[src/rtl/dpph_pkg.sv]
// Shared types, codes and helper functions of the dotted-pair parser.
package dpph_pkg;

  localparam logic [3:0] ERR_NONE     = 4'd0;
  localparam logic [3:0] ERR_DISABLED = 4'd1;
  localparam logic [3:0] ERR_OPEN     = 4'd2;
  localparam logic [3:0] ERR_ATOM     = 4'd3;
  localparam logic [3:0] ERR_LONG     = 4'd4;
  localparam logic [3:0] ERR_DOT      = 4'd5;
  localparam logic [3:0] ERR_CLOSE    = 4'd6;
  localparam logic [3:0] ERR_TRAIL    = 4'd7;
  localparam logic [3:0] ERR_DEEP     = 4'd8;

  localparam logic [1:0] PH_CAR   = 2'd0;
  localparam logic [1:0] PH_DOT   = 2'd1;
  localparam logic [1:0] PH_CDR   = 2'd2;
  localparam logic [1:0] PH_CLOSE = 2'd3;

  localparam logic [1:0] OS_AWAIT  = 2'd0;
  localparam logic [1:0] OS_INSIDE = 2'd1;
  localparam logic [1:0] OS_DONE   = 2'd2;

  localparam logic [2:0] NF_START = 3'd0;
  localparam logic [2:0] NF_SIGN  = 3'd1;
  localparam logic [2:0] NF_ZERO  = 3'd2;
  localparam logic [2:0] NF_X     = 3'd3;
  localparam logic [2:0] NF_HEX   = 3'd4;
  localparam logic [2:0] NF_OCT   = 3'd5;
  localparam logic [2:0] NF_DEC   = 3'd6;
  localparam logic [2:0] NF_BAD   = 3'd7;

  localparam logic [2:0] NM_DONE = 3'd4;
  localparam logic [2:0] NM_FAIL = 3'd5;

  localparam logic [31:0] FNV_BASIS = 32'd2166136261;
  localparam logic [31:0] FNV_PRIME = 32'd16777619;

  localparam logic [4:0] DIGIT_NONE = 5'd16;

  localparam int QDEPTH = 4;

  localparam logic [7:0] CH_OPEN  = 8'h28;
  localparam logic [7:0] CH_CLOSE = 8'h29;
  localparam logic [7:0] CH_DOT   = 8'h2e;
  localparam logic [7:0] CH_PLUS  = 8'h2b;
  localparam logic [7:0] CH_MINUS = 8'h2d;
  localparam logic [7:0] CH_ZERO  = 8'h30;
  localparam logic [7:0] CH_X_LO  = 8'h78;
  localparam logic [7:0] CH_X_UP  = 8'h58;

  // One classified input byte.
  typedef struct packed {
    logic [7:0] ch;
    logic       eot;
    logic       nul;
    logic       space;
    logic       sep;
    logic [4:0] digit;
  } word_t;

  function automatic logic [4:0] digit_of(input logic [7:0] c);
    logic [4:0] d;
    d = DIGIT_NONE;
    if (c >= 8'h30 && c <= 8'h39) d = 5'(c - 8'h30);
    else if (c >= 8'h61 && c <= 8'h66) d = 5'(c - 8'h61 + 8'd10);
    else if (c >= 8'h41 && c <= 8'h46) d = 5'(c - 8'h41 + 8'd10);
    return d;
  endfunction

  function automatic logic [7:0] null_char(input logic [1:0] idx);
    logic [7:0] c;
    case (idx)
      2'd0:    c = 8'h4e;
      2'd1:    c = 8'h55;
      default: c = 8'h4c;
    endcase
    return c;
  endfunction

endpackage

[src/rtl/dpph_ram.sv]
// Generic single-write, single-read RAM with registered read data.
module dpph_ram #(
  parameter int WIDTH = 2,
  parameter int DEPTH = 64
) (
  input  logic                     clk_i,
  input  logic                     we_i,
  input  logic [$clog2(DEPTH)-1:0] waddr_i,
  input  logic [WIDTH-1:0]         wdata_i,
  input  logic [$clog2(DEPTH)-1:0] raddr_i,
  output logic [WIDTH-1:0]         rdata_o
);

  logic [WIDTH-1:0] mem_q [DEPTH];
  logic [WIDTH-1:0] rdata_q;

  always_ff @(posedge clk_i) begin
    if (we_i) begin
      mem_q[waddr_i] <= wdata_i;
    end
    rdata_q <= mem_q[raddr_i];
  end

  assign rdata_o = rdata_q;

endmodule

[src/rtl/dpph_front.sv]
// Front end: classify incoming bytes and hold them in a short word queue.
module dpph_front (
  input  logic            clk_i,
  input  logic            rst_ni,
  input  logic            push,
  output logic            full,
  input  logic [7:0]      text_byte_i,
  input  logic            end_of_text_i,
  output logic            valid_o,
  output dpph_pkg::word_t word_o,
  input  logic            take_i
);
  import dpph_pkg::*;

  localparam int PW = $clog2(QDEPTH);

  word_t           store_q [QDEPTH];
  word_t           cls;
  logic [PW-1:0]   wptr_q, rptr_q;
  logic [PW:0]     cnt_q, cnt_d;
  logic            wr, rd;

  always_comb begin
    cls.ch    = text_byte_i;
    cls.eot   = end_of_text_i;
    cls.nul   = (text_byte_i == 8'h00);
    cls.space = (text_byte_i == 8'h20) || (text_byte_i inside {[8'h09:8'h0d]});
    cls.sep   = cls.space || text_byte_i == CH_OPEN || text_byte_i == CH_CLOSE ||
                text_byte_i == CH_DOT;
    cls.digit = digit_of(text_byte_i);
  end

  assign full    = (cnt_q == (PW+1)'(QDEPTH));
  assign wr      = push && !full;
  assign valid_o = (cnt_q != '0);
  assign rd      = take_i && valid_o;
  assign word_o  = store_q[rptr_q];

  always_comb begin
    cnt_d = cnt_q;
    if (wr && !rd) cnt_d = cnt_q + 1'b1;
    else if (rd && !wr) cnt_d = cnt_q - 1'b1;
  end

  always_ff @(posedge clk_i) begin
    if (wr) begin
      store_q[wptr_q] <= cls;
    end
  end

  always_ff @(posedge clk_i or negedge rst_ni) begin
    if (!rst_ni) begin
      wptr_q <= '0;
      rptr_q <= '0;
      cnt_q  <= '0;
    end else begin
      if (wr) wptr_q <= wptr_q + 1'b1;
      if (rd) rptr_q <= rptr_q + 1'b1;
      cnt_q <= cnt_d;
    end
  end

endmodule

[src/rtl/dpph_back.sv]
// Back end: parse a classified word per cycle, end markers may stall; register result.
module dpph_back #(
  parameter int MAX_TOKEN   = 32,
  parameter int MAX_NESTING = 64
) (
  input  logic            clk_i,
  input  logic            rst_ni,
  input  logic            dot_enabled_i,
  input  logic            valid_i,
  input  dpph_pkg::word_t word_i,
  output logic            take_o,
  output logic            empty,
  input  logic            pop,
  output logic            accepted_o,
  output logic [3:0]      error_code_o,
  output logic [15:0]     witness_o
);
  import dpph_pkg::*;

  localparam int DW = $clog2(MAX_NESTING + 1);
  localparam int AW = $clog2(MAX_NESTING);
  localparam int TW = $clog2(MAX_TOKEN + 1);

  logic [DW-1:0] depth_q, depth_d;
  logic [1:0]    outer_q, outer_d;
  logic [1:0]    top_q, top_d;
  logic [TW-1:0] tlen_q, tlen_d;
  logic [31:0]   hash_q, hash_d;
  logic [16:0]   nval_q, nval_d;
  logic [3:0]    nform_q, nform_d;
  logic [2:0]    nmat_q, nmat_d;
  logic [15:0]   acc_q, acc_d;
  logic [3:0]    err_q, err_d;
  logic          byp_q, byp_d;
  logic [1:0]    bypd_q;
  logic          out_valid_q, out_valid_d;
  logic [3:0]    res_err_q, res_err_d;
  logic [15:0]   res_wit_q, res_wit_d;

  logic          ram_we;
  logic [AW-1:0] ram_waddr, ram_raddr;
  logic [1:0]    ram_rdata, below;

  logic          out_space, take;
  logic [2:0]    f;
  logic          neg, numeric;
  logic [15:0]   code;
  logic [1:0]    ph;
  logic          tok_act;
  logic [TW-1:0] tl_b;
  logic [31:0]   h_b;
  logic [16:0]   nv_b;
  logic [3:0]    nf_b;
  logic [2:0]    nm_b;
  logic [2:0]    nf_f;
  logic          nf_neg;
  logic [2:0]    nf_n;
  logic [21:0]   mac;
  logic [4:0]    dg;
  logic [7:0]    c;
  logic          do_tok;

  dpph_ram #(.WIDTH(2), .DEPTH(MAX_NESTING)) u_stack (
    .clk_i   (clk_i),
    .we_i    (ram_we),
    .waddr_i (ram_waddr),
    .wdata_i (ph),
    .raddr_i (ram_raddr),
    .rdata_o (ram_rdata)
  );

  // Phase of the pair just below the top; the written value wins on a same-address hit.
  assign below     = byp_q ? bypd_q : ram_rdata;
  assign out_space = !out_valid_q || pop;
  assign take      = valid_i && (!word_i.eot || out_space);
  assign take_o    = take;
  assign c         = word_i.ch;
  assign dg        = word_i.digit;

  // Atom code of the token currently held.
  always_comb begin
    f       = nform_q[2:0];
    neg     = nform_q[3];
    numeric = (f == NF_ZERO || f == NF_HEX || f == NF_OCT || f == NF_DEC) &&
              !nval_q[16] && (!neg || nval_q == '0);
    if (tlen_q == TW'(4) && nmat_q == NM_DONE) code = '0;
    else if (numeric) code = nval_q[15:0];
    else code = hash_q[31:16] ^ hash_q[15:0];
  end

  always_comb begin
    depth_d     = depth_q;
    outer_d     = outer_q;
    top_d       = top_q;
    tlen_d      = tlen_q;
    hash_d      = hash_q;
    nval_d      = nval_q;
    nform_d     = nform_q;
    nmat_d      = nmat_q;
    acc_d       = acc_q;
    err_d       = err_q;
    out_valid_d = out_valid_q && !pop;
    res_err_d   = res_err_q;
    res_wit_d   = res_wit_q;
    ram_we      = 1'b0;
    ram_waddr   = AW'(depth_q - 1'b1);
    tok_act     = (err_q == ERR_NONE) && (tlen_q != '0);
    ph          = tok_act ? top_q + 1'b1 : top_q;
    tl_b        = '0;
    h_b         = FNV_BASIS;
    nv_b        = '0;
    nf_b        = {1'b0, NF_START};
    nm_b        = '0;
    do_tok      = 1'b0;
    nf_f        = NF_BAD;
    nf_neg      = 1'b0;
    nf_n        = NF_BAD;
    mac         = '0;

    if (take && word_i.eot) begin
      // Close a pending token, pick the first missing construct, then clear the parse.
      out_valid_d = 1'b1;
      if (!dot_enabled_i) res_err_d = ERR_DISABLED;
      else if (err_q != ERR_NONE) res_err_d = err_q;
      else if (outer_q == OS_AWAIT) res_err_d = ERR_OPEN;
      else if (outer_q == OS_DONE) res_err_d = ERR_NONE;
      else if (ph == PH_CAR || ph == PH_CDR) res_err_d = ERR_ATOM;
      else if (ph == PH_DOT) res_err_d = ERR_DOT;
      else res_err_d = ERR_CLOSE;
      res_wit_d = (res_err_d == ERR_NONE) ? (tok_act ? acc_q ^ code : acc_q) : '0;
      depth_d   = '0;
      outer_d   = OS_AWAIT;
      acc_d     = '0;
      err_d     = ERR_NONE;
      tlen_d    = '0;
      hash_d    = FNV_BASIS;
      nval_d    = '0;
      nform_d   = {1'b0, NF_START};
      nmat_d    = '0;
    end else if (take && err_q == ERR_NONE && !word_i.nul) begin
      if (tlen_q != '0 && !word_i.sep) begin
        tl_b   = tlen_q;
        h_b    = hash_q;
        nv_b   = nval_q;
        nf_b   = nform_q;
        nm_b   = nmat_q;
        do_tok = 1'b1;
      end else begin
        if (tok_act) begin
          acc_d   = acc_q ^ code;
          tlen_d  = '0;
          hash_d  = FNV_BASIS;
          nval_d  = '0;
          nform_d = {1'b0, NF_START};
          nmat_d  = '0;
          top_d   = ph;
        end
        if (!word_i.space) begin
          if (outer_q == OS_AWAIT) begin
            if (c == CH_OPEN) begin
              depth_d = DW'(1);
              top_d   = PH_CAR;
              outer_d = OS_INSIDE;
            end else begin
              err_d = ERR_OPEN;
            end
          end else if (outer_q != OS_INSIDE) begin
            err_d = ERR_TRAIL;
          end else if (ph == PH_CAR || ph == PH_CDR) begin
            if (c == CH_OPEN) begin
              if (depth_q >= DW'(MAX_NESTING)) begin
                err_d = ERR_DEEP;
              end else begin
                ram_we  = 1'b1;
                depth_d = depth_q + 1'b1;
                top_d   = PH_CAR;
              end
            end else if (c == CH_CLOSE || c == CH_DOT) begin
              err_d = ERR_ATOM;
            end else begin
              do_tok = 1'b1;
            end
          end else if (ph == PH_DOT) begin
            if (c == CH_DOT) top_d = PH_CDR;
            else err_d = ERR_DOT;
          end else begin
            if (c != CH_CLOSE) begin
              err_d = ERR_CLOSE;
            end else begin
              depth_d = depth_q - 1'b1;
              if (depth_q == DW'(1)) outer_d = OS_DONE;
              else top_d = below + 1'b1;
            end
          end
        end
      end
    end

    if (do_tok) begin
      // Hash, NULL match and number recognizer advance on one token byte.
      hash_d = (h_b ^ {24'd0, c}) * FNV_PRIME;
      if (nm_b < NM_DONE && c == null_char(nm_b[1:0])) nmat_d = nm_b + 1'b1;
      else nmat_d = NM_FAIL;
      nf_f   = nf_b[2:0];
      nf_neg = nf_b[3];
      nf_n   = NF_BAD;
      nval_d = nv_b;
      case (nf_f)
        NF_START, NF_SIGN: begin
          if (nf_f == NF_START && c == CH_PLUS) begin
            nf_n = NF_SIGN;
          end else if (nf_f == NF_START && c == CH_MINUS) begin
            nf_n   = NF_SIGN;
            nf_neg = 1'b1;
          end else if (c == CH_ZERO) begin
            nf_n = NF_ZERO;
          end else if (dg >= 5'd1 && dg <= 5'd9) begin
            nf_n   = NF_DEC;
            nval_d = 17'(dg);
          end
        end
        NF_ZERO: begin
          if (c == CH_X_LO || c == CH_X_UP) begin
            nf_n = NF_X;
          end else if (dg <= 5'd7) begin
            nf_n   = NF_OCT;
            nval_d = 17'(dg);
          end
        end
        NF_X: begin
          if (dg < 5'd16) begin
            nf_n   = NF_HEX;
            nval_d = 17'(dg);
          end
        end
        NF_HEX: begin
          if (dg < 5'd16) begin
            nf_n = NF_HEX;
            mac  = {1'b0, nv_b, 4'd0} + 22'(dg);
          end
        end
        NF_OCT: begin
          if (dg <= 5'd7) begin
            nf_n = NF_OCT;
            mac  = {2'd0, nv_b, 3'd0} + 22'(dg);
          end
        end
        NF_DEC: begin
          if (dg <= 5'd9) begin
            nf_n = NF_DEC;
            mac  = {2'd0, nv_b, 3'd0} + {4'd0, nv_b, 1'b0} + 22'(dg);
          end
        end
        default: nf_n = NF_BAD;
      endcase
      if (nf_f == NF_HEX || nf_f == NF_OCT || nf_f == NF_DEC) begin
        if (nf_n != NF_BAD) nval_d = (mac > 22'hffff) ? 17'h10000 : mac[16:0];
      end
      nform_d = {nf_neg, nf_n};
      tlen_d  = tl_b + 1'b1;
      if (tlen_d >= TW'(MAX_TOKEN)) err_d = ERR_LONG;
    end
  end

  // Prefetch the entry under the next top so a close finds it ready.
  assign ram_raddr = AW'(depth_d - DW'(2));
  assign byp_d     = ram_we;

  always_ff @(posedge clk_i) begin
    bypd_q    <= ph;
    hash_q    <= hash_d;
    nval_q    <= nval_d;
    res_err_q <= res_err_d;
    res_wit_q <= res_wit_d;
    top_q     <= top_d;
  end

  always_ff @(posedge clk_i or negedge rst_ni) begin
    if (!rst_ni) begin
      depth_q     <= '0;
      outer_q     <= OS_AWAIT;
      tlen_q      <= '0;
      nform_q     <= {1'b0, NF_START};
      nmat_q      <= '0;
      acc_q       <= '0;
      err_q       <= ERR_NONE;
      byp_q       <= 1'b0;
      out_valid_q <= 1'b0;
    end else begin
      depth_q     <= depth_d;
      outer_q     <= outer_d;
      tlen_q      <= tlen_d;
      nform_q     <= nform_d;
      nmat_q      <= nmat_d;
      acc_q       <= acc_d;
      err_q       <= err_d;
      byp_q       <= byp_d;
      out_valid_q <= out_valid_d;
    end
  end

  assign empty        = !out_valid_q;
  assign accepted_o   = (res_err_q == ERR_NONE);
  assign error_code_o = res_err_q;
  assign witness_o    = res_wit_q;

`ifndef SYNTHESIS
  a_depth_bound: assert property (@(posedge clk_i) disable iff (!rst_ni)
    depth_q <= DW'(MAX_NESTING)) else $error("nesting depth beyond limit");
  a_err_wit: assert property (@(posedge clk_i) disable iff (!rst_ni)
    out_valid_q && res_err_q != ERR_NONE |-> res_wit_q == '0)
    else $error("nonzero witness on error");
  a_outer_depth: assert property (@(posedge clk_i) disable iff (!rst_ni)
    (outer_q == OS_AWAIT || outer_q == OS_DONE) |-> depth_q == '0)
    else $error("open pairs outside a declaration");
  a_new_result: assert property (@(posedge clk_i) disable iff (!rst_ni)
    $rose(out_valid_q) |-> $past(take && word_i.eot))
    else $error("result without end marker");
`endif

endmodule

[src/rtl/dotted_pair_parse_and_hash_top.sv]
// Top level of the dotted-pair declaration parser with 16-bit atom witness.
//
// Usage: text enters one byte per word on the push/full queue port with
// end_of_text_i low; a word with end_of_text_i high closes the declaration
// and yields exactly one result word (accepted, error code, witness) on the
// empty/pop queue port. Byte words give no result.
// Throughput: one word per cycle sustained while results are popped; the
// front queue takes a word while the parser works on an earlier one, and
// the parser retires one queued word per cycle unless an end marker stalls.
// Result path: an end marker pushed into an empty queue passes the queue
// register and then the result register on its way to the result ports.
// Stall: when the result is not popped, the parser takes byte words up to
// the next end marker and holds that marker with all words behind it; the
// 4-word front queue then fills and raises full.
// Reset: the queues empty, the parse starts awaiting "(", and dot_enabled
// clears. The nesting stack memory needs no clearing pass: an entry is
// only read after it was pushed.
// Configuration: write dot_enabled with cfg_we_i only while idle.
module dotted_pair_parse_and_hash_top #(
  parameter int MAX_TOKEN   = 32,
  parameter int MAX_NESTING = 64
) (
  input  logic        clk_i,
  input  logic        rst_ni,
  input  logic        cfg_we_i,
  input  logic        cfg_wdata_i,
  input  logic        push,
  output logic        full,
  input  logic [7:0]  text_byte_i,
  input  logic        end_of_text_i,
  output logic        empty,
  input  logic        pop,
  output logic        accepted_o,
  output logic [3:0]  error_code_o,
  output logic [15:0] witness_o
);
  import dpph_pkg::*;

  logic  dot_q;
  logic  wvalid, wtake;
  word_t word;

  // Hold the mode bit; the parser samples it at each end marker.
  always_ff @(posedge clk_i or negedge rst_ni) begin
    if (!rst_ni) begin
      dot_q <= 1'b0;
    end else if (cfg_we_i) begin
      dot_q <= cfg_wdata_i;
    end
  end

  // Classify each byte and queue it for the parser.
  dpph_front u_front (
    .clk_i         (clk_i),
    .rst_ni        (rst_ni),
    .push          (push),
    .full          (full),
    .text_byte_i   (text_byte_i),
    .end_of_text_i (end_of_text_i),
    .valid_o       (wvalid),
    .word_o        (word),
    .take_i        (wtake)
  );

  // Advance the parse one word per cycle while results are popped, and register results.
  dpph_back #(
    .MAX_TOKEN   (MAX_TOKEN),
    .MAX_NESTING (MAX_NESTING)
  ) u_back (
    .clk_i         (clk_i),
    .rst_ni        (rst_ni),
    .dot_enabled_i (dot_q),
    .valid_i       (wvalid),
    .word_i        (word),
    .take_o        (wtake),
    .empty         (empty),
    .pop           (pop),
    .accepted_o    (accepted_o),
    .error_code_o  (error_code_o),
    .witness_o     (witness_o)
  );

endmodule
[config.mk]
export PLATFORM = sky130hd
export DESIGN_NAME = dotted_pair_parse_and_hash_top
export DESIGN_NICKNAME = d
export VERILOG_FILES = /design/src/rtl/dpph_pkg.sv /design/src/rtl/dpph_ram.sv /design/src/rtl/dpph_front.sv /design/src/rtl/dpph_back.sv /design/src/rtl/dotted_pair_parse_and_hash_top.sv
export SDC_FILE = /design/constraint.sdc
export NUM_CORES = 1
export LEC_CHECK = 0
export BUFFER_PORTS_ARGS = -buffer_cell sky130_fd_sc_hd__buf_2
export CORE_ASPECT_RATIO = 0.7
export CORE_UTILIZATION = 30
export CTS_CLUSTER_SIZE = 16
export DETAILED_ROUTE_END_ITERATION = 6
export PLACE_DENSITY = 0.49
export SLEW_MARGIN = 20
export SYNTH_ARGS = -nofsm -noshare
export SYNTH_HDL_FRONTEND = slang
export SYNTH_SLANG_ARGS = --single-unit
[constraint.sdc]
create_clock -name clk_i -period 8.68 [get_ports clk_i]
set_clock_uncertainty 0.2 [all_clocks]
set_input_delay 1.736 -clock clk_i [delete_from_list [all_inputs] [get_ports clk_i]]
set_output_delay 1.736 -clock clk_i [all_outputs]
set_load 0.02 [all_outputs]
==> metrics.yaml, run 1 <==
synth:
  post_synth_instance_area_um2: 23000
  sequential_fraction_of_the_synthesis_area_pct: 40.8
  synth_nets: 2472
  synth_flop_cell: "sky130_fd_sc_hd__edfxtp_1"
  netlist_instances: 2153
  synthArstFlopShare_pct: 16.1
  synth_edf_count: 267
  synth_area_leaders: "sky130_fd_sc_hd__edfxtp_1 35%, sky130_fd_sc_hd__ha_1 12%, sky130_fd_sc_hd__fa_1 6.8%, sky130_fd_sc_hd__dfrtp_1 5.7%, sky130_fd_sc_hd__inv_1 5.0%"
  yosysWarnings: 0
  synth.most_common_cell: "sky130_fd_sc_hd__inv_1"
  synth_area_per_cell_um2: 10.7
  ys_seq_elements: 323
  netlist.area_leader.share_pct: 34.8
  synth.largest_area_cell: "sky130_fd_sc_hd__edfxtp_1"
  synth_cell_types: 95
  ys_top_cells_by_count: "307 x sky130_fd_sc_hd__inv_1, 267 x sky130_fd_sc_hd__edfxtp_1, 226 x sky130_fd_sc_hd__ha_1, 194 x sky130_fd_sc_hd__nor2_1, 137 x sky130_fd_sc_hd__nand2_1"
global_routing:
  grt-ovfl-total: 0
  number_of_global_route_vias_before_repair: 16100
  gr-usage-all-layers_pct: 16.1
  grt_antenna_before_repair: 1
  grt_max_degree: 76
  first_pass_grt_wire_length_mm: 97.7
drt:
  postRouteWirelength_mm: 62.6
  drt_first_pass_iters: 5
  postRouteAntennaNets: 0
  route.vias.total: 16300
  detail_route.wl_per_cell_um: 19.5
  drc_violation_count_after_routing: 0
  post_drt_via_cell_ratio: 5.08
  drt_first_iter_violations: 1372
worst_setup_path:
  timing.critical_path.arrival_ns: 8.35
  timing.critical_path.from_type: "flip-flop"
  maximum_cell_stage_delay_along_the_critical_path_ns: 0.56
  crit_path_category: "reg -> reg"
  crit_buf_inv: 7
  timing.critical_path.max_delay_family: "adder cells"
  timing.critical_path.required_ns: 8.76
  top_fanout_value_on_the_critical_path: 34
  worstSetupEndpointType: "flip-flop"
  most_frequent_cell_on_the_critical_path: "sky130_fd_sc_hd__ha_1"
  critical-path-slowest-cell: "sky130_fd_sc_hd__mux4_2"
min_path:
  hold_path.class: "reg -> reg"
sta:
  slew_headroom_pct: 35.2
  fmaxAchievable_mhz: 121
  min_period_over_period_pct: 95.2
  tightest_slew_ns: 0.964
  final_setup_violation_count: 0
  setup_tns_ns: 0
  rsz0062_at_grt: "no"
  final_max_tran_viols: 0
  layout_min_cycle_time_ns: 8.27
  final_hold_viol_count: 0
floorplan:
  core_um2: 75600
  die-height_um: 234
  die-width_um: 333
  dieArea_um2: 77900
  core.rowCount: 84
  ios: 38
  initial_core_util_pct: 30.5
placed_design:
  io_buffer_count: 37
  gp_routability_congestion: 0.900
  detailedPlacementHpwl_mm: 48.1
clock_network:
  post-cts-setup-buffer-count: 0
  cts-buffers-inserted: 34
  clk_root_buffer_cell: "sky130_fd_sc_hd__clkbuf_16"
  cts_tree: "built"
  clk_transition_reported_paths_ns: 0.06
  clk_path_buf_depth: 3
  tritoncts_num_sinks: 323
  clock_latency_of_the_later_clocked_register_in_the_worst_skew_pair_ns: 0.54
  cts_htree_levels: 2
flow_run:
  max-cap-violations: 0
cells_and_area:
  ff_latch_area_um2: 9400
  share_of_cells_above_drive_strength_1_pct: 9.60
  synthToLayoutAreaGrowth_pct: 11.1
  num-fill-cells: 7582
  diodes: 0
  layout.nets: 2511
  multiInputGateArea_um2: 12200
run_status:
  result_of_the_run: "completed"
layout by cell type (no fill, tap or decap), types with 11 or more instances in the layout:
| master | Yosys | layout |
|---|---|---|
| sky130_fd_sc_hd__nor4_1 | 18 | 16 |
| sky130_fd_sc_hd__a31oi_1 | 24 | 23 |
| sky130_fd_sc_hd__a21o_1 | 27 | 27 |
| sky130_fd_sc_hd__fa_1 | 78 | 78 |
| sky130_fd_sc_hd__nor3_1 | 43 | 43 |
| sky130_fd_sc_hd__nand2b_1 | 22 | 22 |
| sky130_fd_sc_hd__nand4_1 | 14 | 14 |
| sky130_fd_sc_hd__nor2b_1 | 17 | 17 |
| sky130_fd_sc_hd__mux2i_1 | 45 | 45 |
| sky130_fd_sc_hd__xnor2_1 | 91 | 89 |
| sky130_fd_sc_hd__clkbuf_16 | 0 | 34 |
| sky130_fd_sc_hd__o31ai_1 | 12 | 12 |
| sky130_fd_sc_hd__nand2_1 | 137 | 137 |
| sky130_fd_sc_hd__o21ai_0 | 71 | 69 |
| sky130_fd_sc_hd__and2_1 | 47 | 47 |
| sky130_fd_sc_hd__nor2_1 | 194 | 193 |
| sky130_fd_sc_hd__edfxtp_1 | 267 | 267 |
| sky130_fd_sc_hd__a21oi_1 | 79 | 78 |
| sky130_fd_sc_hd__nand3_1 | 28 | 28 |
| sky130_fd_sc_hd__inv_1 | 307 | 305 |
| sky130_fd_sc_hd__dfrtp_1 | 52 | 51 |
| sky130_fd_sc_hd__xor2_1 | 34 | 34 |
| sky130_fd_sc_hd__ha_1 | 226 | 226 |
| sky130_fd_sc_hd__buf_4 | 4 | 36 |
| sky130_fd_sc_hd__mux4_2 | 39 | 39 |
| sky130_fd_sc_hd__and3_1 | 11 | 11 |
| sky130_fd_sc_hd__buf_2 | 5 | 37 |
timing repair:
action / in CTS / in global routing
hold buffers: 0 / 0
gates cloned: 0 / 0
endpoints found under the hold margin: 0 / 0
resized for setup: 1 / 9
endpoints found under the setup margin: 1 / 8
area by class of cell:
cell class                      count  share of cell area (%)
Clock inverter                     12                   0.553
Timing Repair Buffer               73                    1.78
Clock buffer                       50                    3.80
Multi-Input combinational cell   1451                    47.7
Tap cell                          989                    4.84
Inverter                          309                    4.53
Sequential cell                   323                    36.7
through the flow:
step	hold WS (ns)	setup slack [ns]	utilization [%]	instance area, um2	instances
final	0.302	0.413	33.8	25600	3207
after global routing	0.329	0.00850	33.8	25600	3207
after CTS	0.310	0.0947	33.8	25500	3207
after detailed placement	0.295	0.0344	32.3	24400	3145
after global placement	0.280	0.125	32.3	24400	3145
after floorplan	0.256	0.0823	-	23000	2153
state kept, by name, summed over array words and instances (netlist names), 3 cells and up:
register,cells
u_back.tlen_q,6
u_back.err_q,4
u_front.cnt_q,3
u_back.nval_q,17
u_back.error_code_o,4
u_front.store_q,68
u_back.depth_q,7
u_back.nform_q,4
u_back.acc_q,16
u_back.hash_q,32
u_back.u_stack.mem_q,128
u_back.nmat_q,3
u_back.witness_o,16
cells by family (layout without fill, tap and decap cells):
group | after synthesis | count (layout) | share of synthesized area (%)
xor+xnor | 126 | 126 | 4.82
flops | 323 | 323 | 40.8
mux | 95 | 95 | 6.32
fa+ha+maj | 304 | 304 | 19.1
compound gates | 345 | 345 | 10.1
buf+inv | 379 | 444 | 6.50
simple gates | 581 | 581 | 12.4
final timing paths:
| check | depth (start not counted) | slack, ns | start | end |
|---|---|---|---|---|
| max | 26 | 0.41 | u_front.rptr_q[0] | u_back.hash_q[31] |
| min | 1 | 0.30 | u_front.cnt_q[2] | u_front.cnt_q[2] |
| max reg2reg | 26 | 0.41 | u_front.rptr_q[0] | u_back.hash_q[31] |
| min reg2reg | 1 | 0.30 | u_front.cnt_q[2] | u_front.cnt_q[2] |
| max in group asynchronous | 2 | 6.54 | rst_ni | u_front.rptr_q[0] |
| min in group asynchronous | 2 | 1.16 | rst_ni | u_back.acc_q[8] |
layer usage:
metal | up-vias | share of wire [%] | track usage [%]
met1 | 8128 | 55 | 26.9
li1 | 7683 | - | -
met3 | 49 | 6.3 | 2.83
met5 | - | 0.013 | 0
met2 | 435 | 38 | 21.2
met4 | 2 | 1.1 | 2.33
Power of run 1 is left out: the tool's default activity adds up to more than one toggle a clock period on the data nets, which glitch-free logic cannot reach.
==> inputs of run 2 (changes only) <==
CTS_BUF_LIST = sky130_fd_sc_hd__clkbuf_2   (was unset)
==> run 2 against run 1 <==
  * Critical path depth is the same
  * Final cell count is 2.7% higher
  * Core utilization decreased by 0.47 points
  * Worst setup slack got worse by 0.024 ns
  * Wire length increased by 1.2%
  * Final area decreased by 1.4%
==> metrics.yaml, run 2 (synthesis results as in run 1) <==
worst_setup_path:
  timing.critical_path.required_ns: 9.17  # +0.41 ns
  worstSetupEndpointType: "flip-flop"
  timing.critical_path.from_type: "flip-flop"
  timing.critical_path.arrival_ns: 8.78  # +0.43 ns
  top_fanout_value_on_the_critical_path: 34  # unchanged
  crit_path_category: "reg -> reg"
  r2r_worst_path_depth: 26  # unchanged
floorplan:
  core_um2: 75600  # unchanged
  ios: 38  # unchanged
  core.rowCount: 84  # unchanged
  die-width_um: 333  # unchanged
  die-height_um: 234  # unchanged
  dieArea_um2: 77900  # unchanged
  initial_core_util_pct: 30.5  # unchanged
min_path:
  hold_path.class: "reg -> reg"
  hold_depth: 1  # unchanged
global_routing:
  grt_max_degree: 76  # unchanged
  grt_antenna_before_repair: 2  # +1
  number_of_global_route_vias_before_repair: 16600  # +2.7%
  first_pass_grt_wire_length_mm: 98.8  # +1.1%
  grt-ovfl-total: 0  # unchanged
  gr-usage-all-layers_pct: 16.4  # +0.23 points
cells_and_area:
  layout_common_cells: "305 x sky130_fd_sc_hd__inv_1, 267 x sky130_fd_sc_hd__edfxtp_1, 226 x sky130_fd_sc_hd__ha_1, 193 x sky130_fd_sc_hd__nor2_1, 137 x sky130_fd_sc_hd__nand2_1"
  largest_register: "u_back.u_stack.mem_q"
  mostFrequentLayoutCell: "sky130_fd_sc_hd__inv_1"
  share_of_cells_above_drive_strength_1_pct: 12.6  # +3.0 points
  synthToLayoutAreaGrowth_pct: 9.51
  largest_registers: "u_back.u_stack.mem_q: 128 flops, u_front.store_q: 68 flops, u_back.hash_q: 32 flops"
  layout.nets: 2558  # +1.9%
  largest_register_ffs: 128  # unchanged
sta:
  final_max_tran_viols: 0  # unchanged
  layout_min_cycle_time_ns: 8.29  # +0.0244 ns
  min_period_over_period_pct: 95.5  # +0.28 points
  setup_tns_ns: 0  # unchanged
  final_hold_viol_count: 0  # unchanged
  slew_headroom_pct: 35.1  # -0.13 points
  final_setup_violation_count: 0  # unchanged
  rsz0062_at_grt: "no"
  tightest_slew_ns: 0.973  # +0.00935 ns
  fmaxAchievable_mhz: 121  # -0.29%
placed_design:
  detailedPlacementHpwl_mm: 48.1  # unchanged
  io_buffer_count: 37  # unchanged
  gp_routability_congestion: 0.900  # unchanged
drt:
  drt_first_pass_iters: 5  # unchanged
  detail_route.wl_per_cell_um: 19.2  # -1.5%
  post_drt_via_cell_ratio: 5.04  # -0.81%
  drt_first_iter_violations: 1338  # -2.5%
  route.vias.total: 16600  # +1.9%
  postRouteWirelength_mm: 63.4  # +1.2%
  drc_violation_count_after_routing: 0  # unchanged
  postRouteAntennaNets: 0  # unchanged
clock_network:
  clk_transition_reported_paths_ns: 0.12  # +0.06 ns
  clock_latency_of_the_later_clocked_register_in_the_worst_skew_pair_ns: 0.99  # +0.45 ns
  clk_path_buf_depth: 3  # unchanged
  tritoncts_num_sinks: 323  # unchanged
  cts_htree_levels: 3  # +1
  cts_hold_repair.buffers: 0  # unchanged
  cts_repair_resize_count: 0  # -1
  cts_tree: "built"
  cts-buffers-inserted: 81  # +140%
  clk_root_buffer_cell: "sky130_fd_sc_hd__clkbuf_2"
  post-cts-setup-buffer-count: 0  # unchanged
run_status:
  result_of_the_run: "completed"
flow_run:
  max-cap-violations: 0  # unchanged
-- run 2: final cells by class --
| type | instances | area, um2 |
|---|---|---|
| fillers | 7683 | 50300 |
| multi-input cells | 1451 | 12200 |
| flip-flops and latches | 323 | 9400 |
| well taps | 989 | 1240 |
| inverters | 309 | 1160 |
| clock buffers | 115 | 576 |
| repair buffers | 73 | 455 |
| clock inverters | 33 | 200 |
| diodes | 1 | 2.50 |
-- run 2: path summary, 6_finish.rpt --
kind	slack [ns]	from	end
max in group asynchronous	6.92	rst_ni	u_front.rptr_q[0]
min	0.31	u_front.cnt_q[2]	u_front.cnt_q[2]
max reg2reg	0.39	u_front.rptr_q[0]	u_back.hash_q[31]
max	0.39	u_front.rptr_q[0]	u_back.hash_q[31]
min in group asynchronous	0.72	rst_ni	u_back.acc_q[10]
min reg2reg	0.31	u_front.cnt_q[2]	u_front.cnt_q[2]
-- run 2: per-layer routing --
metal	routed length (um)	track usage [%]	share of wire (%)	vias up
li1	-	-	-	7839
met1	34900	26.9	55	8182
met2	23700	21.3	37	518
met3	3970	3.26	6.3	63
met4	763	3.10	1.2	2
met5	8	0	0.013	-
-- run 2: metrics by stage --
step	util (%)	instance area [um2]	std cells	setup slack [ns]	hold WS, ns
after floorplan	-	23000	2153	0.0823	0.256
after global placement	32.3	24400	3145	0.125	0.280
after detailed placement	32.3	24400	3145	0.0344	0.295
after CTS	33.3	25200	3293	0.0403	0.316
after global routing	33.4	25200	3294	0.00826	0.338
final	33.4	25200	3294	0.388	0.313
-- run 2: critical path: stages (launching register included) --
cell and delay [ns]:
sky130_fd_sc_hd__dfrtp_2 0.49, sky130_fd_sc_hd__mux4_2 0.55, sky130_fd_sc_hd__nand2b_1 0.30, sky130_fd_sc_hd__nor4_2 0.36, sky130_fd_sc_hd__buf_4 0.24, sky130_fd_sc_hd__buf_4 0.23, sky130_fd_sc_hd__buf_4 0.39, sky130_fd_sc_hd__nand2b_1 0.35
sky130_fd_sc_hd__ha_1 0.41, sky130_fd_sc_hd__ha_1 0.28, sky130_fd_sc_hd__inv_1 0.05, sky130_fd_sc_hd__fa_1 0.53, sky130_fd_sc_hd__inv_1 0.04, sky130_fd_sc_hd__ha_1 0.34, sky130_fd_sc_hd__ha_1 0.31, sky130_fd_sc_hd__inv_1 0.09
sky130_fd_sc_hd__fa_1 0.52, sky130_fd_sc_hd__fa_1 0.54, sky130_fd_sc_hd__inv_1 0.04, sky130_fd_sc_hd__ha_1 0.25, sky130_fd_sc_hd__a211o_1 0.32, sky130_fd_sc_hd__or3_1 0.31, sky130_fd_sc_hd__nor3_1 0.25, sky130_fd_sc_hd__o31ai_1 0.20
sky130_fd_sc_hd__a31oi_1 0.24, sky130_fd_sc_hd__xnor2_1 0.14, sky130_fd_sc_hd__nand2_1 0.06
Power of run 2 is left out for the same reason.
